$ cat src/hw/rtl/mfb_pkg.sv
// shared types, codes and constants of the framebuffer draw engine
`default_nettype none

package mfb_pkg;

    localparam int DEF_SCREEN_WIDTH  = 128;
    localparam int DEF_SCREEN_HEIGHT = 64;
    localparam int DEF_STORE_BYTES   = 1024;

    // widest byte index a coordinate pair can map to: 255 + 31 * 256
    localparam int IDX_W  = 13;
    localparam int CMP_W  = IDX_W + 1;
    localparam int ADDR_W = 10;
    localparam int COORD_W = 8;

    typedef enum logic [2:0] {
        OP_PIXEL = 3'd0,
        OP_HLINE = 3'd1,
        OP_VLINE = 3'd2,
        OP_RECT  = 3'd3,
        OP_FILL  = 3'd4,
        OP_CLEAR = 3'd5,
        OP_READ  = 3'd6
    } op_t;

    typedef enum logic [2:0] {
        ST_IDLE,
        ST_POINT,
        ST_RUN,
        ST_FILL,
        ST_CLEAR
    } seq_state_t;

    typedef enum logic [1:0] {
        REQ_WRITE,
        REQ_CLEAR,
        REQ_READ
    } req_kind_t;

    typedef struct packed {
        logic             valid;
        req_kind_t        kind;
        logic [IDX_W-1:0] idx;
        logic [2:0]       bit_sel;
        logic             on;
        logic             in_range;
    } pix_req_t;

    typedef struct packed {
        logic              valid;
        logic              pending;
        logic [ADDR_W-1:0] idx;
        logic [7:0]        data;
    } rd_result_t;

endpackage

`default_nettype wire

$ cat src/hw/rtl/mfb_if.sv
// command and byte channel interfaces of the framebuffer draw engine
`default_nettype none

interface mfb_cmd_if import mfb_pkg::*; ();
    logic               valid;
    logic               ready;
    logic [2:0]         operation;
    logic [COORD_W-1:0] x_start;
    logic [COORD_W-1:0] y_start;
    logic [COORD_W-1:0] x_end;
    logic [COORD_W-1:0] y_end;
    logic [COORD_W-1:0] run_length;
    logic               pixel_on;
    logic [ADDR_W-1:0]  read_address;

    modport source (
        output valid, operation, x_start, y_start, x_end, y_end, run_length,
               pixel_on, read_address,
        input  ready
    );

    modport sink (
        input  valid, operation, x_start, y_start, x_end, y_end, run_length,
               pixel_on, read_address,
        output ready
    );
endinterface


`default_nettype wire

$ cat src/hw/rtl/mfb_seq.sv
// command sequencer: walks pixels of points, lines, rectangles, fills and clears, and issues byte reads
`default_nettype none

module mfb_seq import mfb_pkg::*; #(
    parameter int SCREEN_WIDTH  = DEF_SCREEN_WIDTH,
    parameter int SCREEN_HEIGHT = DEF_SCREEN_HEIGHT,
    parameter int STORE_BYTES   = DEF_STORE_BYTES
) (
    input  wire logic  clk,
    input  wire logic  rst_n,
    mfb_cmd_if.sink    cmd,
    input  wire logic  out_block,
    output pix_req_t   req
);

    seq_state_t         state_reg, state_next;
    op_t                op_reg, op_next;
    logic [COORD_W-1:0] xs_reg, xs_next;
    logic [COORD_W-1:0] ys_reg, ys_next;
    logic [COORD_W-1:0] xe_reg, xe_next;
    logic [COORD_W-1:0] ye_reg, ye_next;
    logic [COORD_W-1:0] len_reg, len_next;
    logic [COORD_W-1:0] w_reg, w_next;
    logic [COORD_W-1:0] h_reg, h_next;
    logic               on_reg, on_next;
    logic [ADDR_W-1:0]  addr_reg, addr_next;
    logic [COORD_W-1:0] i_reg, i_next;
    logic [COORD_W-1:0] j_reg, j_next;
    logic [1:0]         phase_reg, phase_next;
    logic [IDX_W-1:0]   clr_reg, clr_next;

    logic [COORD_W-1:0] seg_x;
    logic [COORD_W-1:0] seg_y;
    logic               seg_vert;
    logic [COORD_W-1:0] seg_count;
    logic               seg_last;
    logic [COORD_W-1:0] px;
    logic [COORD_W-1:0] py;
    logic               on_screen;
    logic [IDX_W-1:0]   pix_idx;
    logic               in_store;
    logic               accept;

    assign cmd.ready = (state_reg == ST_IDLE) && !out_block;
    assign accept    = cmd.valid && cmd.ready;

    // current segment of a line or of one rectangle side
    assign seg_x     = (phase_reg == 2'd3) ? xe_reg : xs_reg;
    assign seg_y     = (phase_reg == 2'd1) ? ye_reg : ys_reg;
    assign seg_vert  = (op_reg == OP_VLINE) || ((op_reg == OP_RECT) && phase_reg[1]);
    assign seg_count = (op_reg == OP_RECT) ? (phase_reg[1] ? h_reg : w_reg) : len_reg;
    assign seg_last  = (op_reg != OP_RECT) || (phase_reg == 2'd3);

    always_comb
    begin
        px = xs_reg;
        py = ys_reg;
        case (state_reg)
            ST_RUN:
            begin
                px = seg_vert ? seg_x : seg_x + i_reg;
                py = seg_vert ? seg_y + i_reg : seg_y;
            end
            ST_FILL:
            begin
                px = xs_reg + i_reg;
                py = ys_reg + j_reg;
            end
            default:
            begin
                px = xs_reg;
                py = ys_reg;
            end
        endcase
    end

    assign on_screen = ({1'b0, px} < 9'(SCREEN_WIDTH)) && ({1'b0, py} < 9'(SCREEN_HEIGHT));
    assign pix_idx   = IDX_W'(px) + IDX_W'(py[7:3]) * IDX_W'(SCREEN_WIDTH);
    assign in_store  = {1'b0, pix_idx} < CMP_W'(STORE_BYTES);

    always_comb
    begin
        state_next = state_reg;
        op_next    = op_reg;
        xs_next    = xs_reg;
        ys_next    = ys_reg;
        xe_next    = xe_reg;
        ye_next    = ye_reg;
        len_next   = len_reg;
        w_next     = w_reg;
        h_next     = h_reg;
        on_next    = on_reg;
        addr_next  = addr_reg;
        i_next     = i_reg;
        j_next     = j_reg;
        phase_next = phase_reg;
        clr_next   = clr_reg;

        req.valid    = 1'b0;
        req.kind     = REQ_WRITE;
        req.idx      = pix_idx;
        req.bit_sel  = py[2:0];
        req.on       = 1'b1;
        req.in_range = 1'b1;

        case (state_reg)
            ST_IDLE:
            begin
                if (accept)
                begin
                    op_next    = op_t'(cmd.operation);
                    xs_next    = cmd.x_start;
                    ys_next    = cmd.y_start;
                    xe_next    = cmd.x_end;
                    ye_next    = cmd.y_end;
                    len_next   = cmd.run_length;
                    w_next     = cmd.x_end - cmd.x_start + 8'd1;
                    h_next     = cmd.y_end - cmd.y_start;
                    on_next    = cmd.pixel_on;
                    addr_next  = cmd.read_address;
                    i_next     = '0;
                    j_next     = '0;
                    phase_next = '0;
                    clr_next   = '0;
                    case (op_t'(cmd.operation))
                        OP_PIXEL: state_next = ST_POINT;
                        OP_READ:  state_next = ST_POINT;
                        OP_HLINE: state_next = ST_RUN;
                        OP_VLINE: state_next = ST_RUN;
                        OP_RECT:  state_next = ST_RUN;
                        OP_FILL:  state_next = ST_FILL;
                        OP_CLEAR: state_next = ST_CLEAR;
                        default:  state_next = ST_IDLE;
                    endcase
                end
            end
            ST_POINT:
            begin
                state_next = ST_IDLE;
                if (op_reg == OP_READ)
                begin
                    req.valid    = 1'b1;
                    req.kind     = REQ_READ;
                    req.idx      = IDX_W'(addr_reg);
                    req.in_range = {4'b0, addr_reg} < CMP_W'(STORE_BYTES);
                end
                else
                begin
                    req.valid = on_screen && in_store;
                    req.on    = on_reg;
                end
            end
            ST_RUN:
            begin
                if (i_reg == seg_count)
                begin
                    i_next = '0;
                    if (seg_last)
                    begin
                        state_next = ST_IDLE;
                    end
                    else
                    begin
                        phase_next = phase_reg + 2'd1;
                    end
                end
                else
                begin
                    req.valid = on_screen && in_store;
                    i_next    = i_reg + 8'd1;
                end
            end
            ST_FILL:
            begin
                if (w_reg == '0)
                begin
                    state_next = ST_IDLE;
                end
                else
                begin
                    req.valid = on_screen && in_store;
                    if (j_reg == h_reg)
                    begin
                        j_next = '0;
                        if (i_reg == w_reg - 8'd1)
                        begin
                            state_next = ST_IDLE;
                        end
                        else
                        begin
                            i_next = i_reg + 8'd1;
                        end
                    end
                    else
                    begin
                        j_next = j_reg + 8'd1;
                    end
                end
            end
            ST_CLEAR:
            begin
                req.valid = 1'b1;
                req.kind  = REQ_CLEAR;
                req.idx   = clr_reg;
                if (clr_reg == IDX_W'(STORE_BYTES - 1))
                begin
                    state_next = ST_IDLE;
                end
                else
                begin
                    clr_next = clr_reg + IDX_W'(1);
                end
            end
            default:
            begin
                state_next = ST_IDLE;
            end
        endcase
    end

    always_ff @(posedge clk or negedge rst_n)
    begin
        if (!rst_n)
        begin
            state_reg <= ST_CLEAR;
            clr_reg   <= '0;
            i_reg     <= '0;
            j_reg     <= '0;
            phase_reg <= '0;
        end
        else
        begin
            state_reg <= state_next;
            clr_reg   <= clr_next;
            i_reg     <= i_next;
            j_reg     <= j_next;
            phase_reg <= phase_next;
        end
    end

    always_ff @(posedge clk)
    begin
        op_reg   <= op_next;
        xs_reg   <= xs_next;
        ys_reg   <= ys_next;
        xe_reg   <= xe_next;
        ye_reg   <= ye_next;
        len_reg  <= len_next;
        w_reg    <= w_next;
        h_reg    <= h_next;
        on_reg   <= on_next;
        addr_reg <= addr_next;
    end

endmodule

`default_nettype wire

$ cat src/flat_wrapper.sv
// flat-port wrapper written by rule: the top's interface ports become plain ports
module mfb_seq_flat import mfb_pkg::*;
#(
    parameter int SCREEN_WIDTH  = DEF_SCREEN_WIDTH,
    parameter int SCREEN_HEIGHT = DEF_SCREEN_HEIGHT,
    parameter int STORE_BYTES   = DEF_STORE_BYTES
)
  (clk, rst_n, out_block, req, cmd_valid, cmd_operation, cmd_x_start, cmd_y_start, cmd_x_end, cmd_y_end, cmd_run_length, cmd_pixel_on, cmd_read_address, cmd_ready);
  mfb_cmd_if cmd_i ();
  input  wire logic clk;
  input  wire logic rst_n;
  input  wire logic out_block;
  output pix_req_t req;
  input wire logic [$bits(cmd_i.valid)-1:0] cmd_valid;
  input wire logic [$bits(cmd_i.operation)-1:0] cmd_operation;
  input wire logic [$bits(cmd_i.x_start)-1:0] cmd_x_start;
  input wire logic [$bits(cmd_i.y_start)-1:0] cmd_y_start;
  input wire logic [$bits(cmd_i.x_end)-1:0] cmd_x_end;
  input wire logic [$bits(cmd_i.y_end)-1:0] cmd_y_end;
  input wire logic [$bits(cmd_i.run_length)-1:0] cmd_run_length;
  input wire logic [$bits(cmd_i.pixel_on)-1:0] cmd_pixel_on;
  input wire logic [$bits(cmd_i.read_address)-1:0] cmd_read_address;
  output wire logic [$bits(cmd_i.ready)-1:0] cmd_ready;
  assign cmd_i.valid = cmd_valid;
  assign cmd_i.operation = cmd_operation;
  assign cmd_i.x_start = cmd_x_start;
  assign cmd_i.y_start = cmd_y_start;
  assign cmd_i.x_end = cmd_x_end;
  assign cmd_i.y_end = cmd_y_end;
  assign cmd_i.run_length = cmd_run_length;
  assign cmd_i.pixel_on = cmd_pixel_on;
  assign cmd_i.read_address = cmd_read_address;
  assign cmd_ready = cmd_i.ready;
  mfb_seq #(.SCREEN_WIDTH(SCREEN_WIDTH), .SCREEN_HEIGHT(SCREEN_HEIGHT), .STORE_BYTES(STORE_BYTES)) u_core (.clk(clk), .rst_n(rst_n), .cmd(cmd_i), .out_block(out_block), .req(req));
endmodule
$ cat config.mk
export PLATFORM = sky130hd
export DESIGN_NAME = mfb_seq_flat
export DESIGN_NICKNAME = d
export VERILOG_FILES = /design/src/hw/rtl/mfb_pkg.sv /design/src/hw/rtl/mfb_if.sv /design/src/hw/rtl/mfb_seq.sv /design/src/flat_wrapper.sv
export SDC_FILE = /design/constraint.sdc
export NUM_CORES = 1
export LEC_CHECK = 0
export BUFFER_PORTS_ARGS = -buffer_cell sky130_fd_sc_hd__buf_2
export CORE_MARGIN = 3
export CORE_UTILIZATION = 48
export DETAILED_ROUTE_END_ITERATION = 10
export PLACE_DENSITY = 0.67
export SYNTH_ARGS = -nofsm -noshare
export SYNTH_HDL_FRONTEND = slang
export SYNTH_SLANG_ARGS = --single-unit
$ cat constraint.sdc
create_clock -name clk -period 13.2 [get_ports clk]
set_input_delay 2.64 -clock clk [delete_from_list [all_inputs] [get_ports clk]]
set_output_delay 2.64 -clock clk [all_outputs]
set_load 0.02 [all_outputs]
Word level (Yosys, flattened, before mapping):

Cells that the tools add are included.

* $add $sub $neg: 13
* $lt $le $gt $ge: 3
* equal/unequal tests: 31
* multiplexer cells: 41
* reduce and logical (&&, ||, !) cells: 23

Operator list (number)
* $mux 8: 13
* $pmux 8 s2: 3
* $add 8x8->8: 4
* $pmux 15 s2: 1
* $mux 13: 2
* $pmux 13 s2: 1
* $add 8x1->8 const B: 3
* $eq 8x8->1: 3
* $pmux 3 s4: 2
* $pmux 8 s3: 1
* $mux 3: 7
* $eq 3x2->1 const B: 6
* $sub 8x8->8: 2
* $eq 3x3->1 const B: 5
* $mux 15: 1
* $add 13x1->13 const B: 1
* $add 8x12->13: 1
* $eq 13x10->1 const B: 1
* $lt 13x11->1 const B: 1
* $ne 2x1->1 const B: 5
* $logic_not 8->1: 1
* $lt 8x7->1 const B: 1
* $lt 8x8->1 const B: 1
* $mux 2: 4
* other kinds (24): 41

* register bits after elaboration: 104
* bits of input ports: 58
* output and inout bits: 22
* logic and storage cells: 126

Longest topological paths before layout:

* depth after elaboration: 10
* mapped depth: 17
* mapped depth without buffers: 16

Least setup slack after synthesis:

No wires, ideal clock.

* path kind: in2reg
* start point: input out_block
* end point: register u_core.addr_reg[0], enable pin
* setup time: 0.462 ns
* arrival time: 6.075 ns
* data required time: 12.738 ns
* path slack: 6.664 ns
* stages on the path: 5
* buffers on the path: 2
* cell sequence: nor4_1 > nand2_1 > inv_1 > buf_2 > buf_1

* cells in the longest elaborated chain, start to end: 4

Ends and longest elaborated chain
* from (decl): line flat_wrapper.sv:12 `input wire logic out_block;`
* $logic_not 1->1: line mfb_seq.sv:44 `assign cmd.ready = (state_reg == ST_IDLE) && !out_block;`
* $logic_and 1x1->1: line mfb_seq.sv:44
* $logic_and 1x1->1: line mfb_seq.sv:45 `assign accept = cmd.valid && cmd.ready;`
* $reduce_and 2->1 (no source line)
* to (signal assigned): line mfb_seq.sv:252 `addr_reg <= addr_next;`
* to (decl): line mfb_seq.sv:26 `logic [ADDR_W-1:0] addr_reg, addr_next;`

Every way passes these cells.
A chain may end at the register's enable or synchronous reset.

==> results.md <==
- Final Hold Viols: 0
- Slew headroom: 0.4225
- Die Ht: 129.8 um
- DP Worst Slack: 6.338 ns
- DRT antenna net count: 0
- Cts repair resizes: 0
- Unique cell type count in the Yosys netlist: 70
- Global-route wire length before repair: 29000 um
- Post-synthesis xor/xnor area fraction: 0.09284
- Num rows: 44
- Most frequent cell on the critical path: ha_1
- Largest family of logic cells by synthesized area: simple AND/OR/NAND/NOR gates
- Port Buffers: 78
- Worst-Skew Late Latency: 0.36 ns
- Finished Core Util: 0.5572
- Post-CTS Setup Inserts: 0
- Via Count: 5743
- Asr flop ratio synth: 0.3269
- Leakage: 3.440 nW
- Clock sinks: 104
- Total gr overflow: 0
- Hold WC Path Type: reg2reg
- Maximum clock frequency: 137.3 MHz
- Post-Synth Adder-Cell Area: 0.1132
- CTS tree: done
- Placeable Area: 14750 um2
- Largest net degree at the start of global routing: 69
- Total power draw: 1.147 mW
- Max stage delay on crit path: 0.60 ns
- Synth top area cells: edfxtp_1 29%, dfrtp_1 11%, ha_1 9.7%
- Layout cell share with drive strength beyond 1: 0.1752
- Post-synthesis compound-gate area fraction: 0.1447
- Syn Nets: 854
- Max Slew Vio Count: 0
- DR vias/cell: 5.807
- CTS clk-pin slew, worst paths: 0.07 ns
- # setup viols final: 0
- YS warnings: 0
- H-tree levels: 3
- Crit path capture type: output pin
- Io pins: 80
- Die width: 129.8 um
- Max reg flops: 13
- Fin worst setup slack: 5.917 ns
- Setup_tns: 0 ns
- Root Buffer: clkbuf_16
- Area delta synth->final: 11.73%
- # nets final: 921
- Finished Layout Cells: 989
- Slowest-stage cell, CP: dfrtp_1
- Starting density of the core: 0.4987
- Worst Path Arrival: 4.64 ns
- Placer Congestion: 0.8518
- First-pass iteration count of the detailed router: 5
- Yosys top cell area share: 0.2857
- Mux share of post-synthesis cell area: 0.06342
- Post-DP HPWL: 13730 um
- Post-synthesis cell count: 733
- # hold bufs at CTS: 0
- Final period util: 0.5517
- Mean Syn Cell Area: 10.04 um2
- Status: finished, final reports clean
- DR DRC count: 0
- CP required: 10.56 ns
- Crit Path Class: reg2out
- Initial antenna violation count: 0
- Synth Flop Type: edfxtp_1
- VDD IR max: 0.08320 mV
- Avg WL per Cell: 18.43 um
- Clk_skew: 0.008707 ns
- EDFF count, synth: 70
- Startpoint class of the critical path: flip-flop
- Actual slew at the worst max-slew pin: 0.8662 ns
- Max Cap Violations: 0
- RSZ-0062 raised after global routing: no
- Netlist Area Pre-Place: 7358 um2
- Die area: 16850 um2
- Crit path max fanout: 12
- PD cells: 139.5 nW/um2
- Minimum clock period: 7.283 ns
- Iter 0 DRT Violations: 442
- Sequential area share after synthesis: 0.4015
- FF+latch count, synth: 104
- Dpl cells: 973
- GRT Resource Usage Total: 0.2213
- Routed wire length: 18230 um
- Critical-path cell list: ha_1 > mux2_2 > ha_1 > a21oi_1 > o211ai_1 > o41ai_1 > xnor2_1 > nand2_1 > xnor2_1 > o21ai_0 > ha_1 > and3b_1 > or4_1 > o21ai_1 > buf_2
- Antenna cells: 0
- CTS Buf Count: 9
- Synth Area in Simple Gates: 0.1466
- Max Root-Sink Buffers: 2
- Number of global-route vias before repair: 5574
- Area leader, netlist: edfxtp_1
==> report_power, final <==
part	internal, mW	switching, mW
logic	0.165	0.264
clock network	0.165	0.119
registers	0.393	0.0420
total	0.722	0.425
==> Yosys cell counts (all sizes together) (9+ instances only) <==
library cell and instances:
nand2b 12, a211oi 10, nor2 60, nand2 55, inv 43, buf 9
dfrtp 33, o21ai 48, nand3 19, a21oi 29, xnor2 56, xor2 22
edfxtp 70, mux2 26, clkbuf 18, mux2i 17, ha 57, a21o 10
nor3 15
==> per-layer routing <==
| layer | share of wire | GRT usage | vias up |
|---|---|---|---|
| met5 | 0 | 0 | - |
| met4 | 0.0089 | 0.04584 | 0 |
| met3 | 0.058 | 0.04625 | 16 |
| met2 | 0.46 | 0.3558 | 171 |
| met1 | 0.47 | 0.3122 | 2766 |
| li1 | - | - | 2790 |
==> final timing paths <==
path | cells past startpoint | start | slack (ns) | end
setup / recovery | 15 | u_core.phase_reg[1] | 5.92 | req[20]
hold / removal | 1 | u_core.phase_reg[0] | 0.53 | u_core.phase_reg[0]
setup reg to reg | 9 | u_core.state_reg[0] | 9.60 | u_core.j_reg[7]
hold reg to reg | 1 | u_core.phase_reg[0] | 0.53 | u_core.phase_reg[0]
max in group asynchronous | 1 | rst_n | 10.26 | u_core.state_reg[0]
min in group asynchronous | 1 | rst_n | 2.40 | u_core.j_reg[6]
==> critical path, delay by kind of cell (launching register included) <==
kind / cells / cell delay, ns
adder cells (fa/ha/maj): 3 / 1.01
AND/OR/NAND/NOR: 3 / 0.70
flip-flops: 1 / 0.60
buffers and inverters: 1 / 0.18
AO/OA/AOI/OAI: 5 / 1.04
multiplexers: 1 / 0.41
XOR/XNOR: 2 / 0.33
==> logic make-up after synthesis <==
kind of cell,Yosys count
XOR/XNOR,78
adder cells (fa/ha/maj),63
multiplexers,43
flip-flops,104
buffers and inverters,70
AND/OR/NAND/NOR,216
AO/OA/AOI/OAI,158
other,1
==> layout by cell type, fill, tap and decap left out, types with 13 or more instances in the layout <==
master / synthesis / final
mux2_2: 25 / 25
xor2_1: 22 / 22
buf_2: 6 / 78
o21ai_0: 46 / 46
xnor2_1: 56 / 56
mux2i_1: 17 / 17
a21oi_1: 29 / 29
dfrtp_1: 33 / 33
nand2_1: 55 / 55
edfxtp_1: 70 / 70
nor2_1: 59 / 59
nor3_1: 13 / 13
nand3_1: 19 / 19
inv_1: 43 / 42
ha_1: 57 / 57
==> stage by stage <==
step	cell area, um2	hold slack [ns]
global route	8222	0.5437
CTS	8222	0.5357
finish	8222	0.5263
global placement	7910	0.5016
detailed placement	7910	0.5217
floorplan	7358	0.4793
==> final cells by class <==
cell class,count,area [um2]
Inverter,43,162.7
Sequential cell,104,2954
Clock buffer,9,225.2
Fill cell,1323,6533
Multi-Input combinational cell,559,4135
Timing Repair Buffer,83,427.9
Clock inverter,7,86.33
Tap cell,184,230.2
Note: power is estimated with default switching activity, not from simulation.
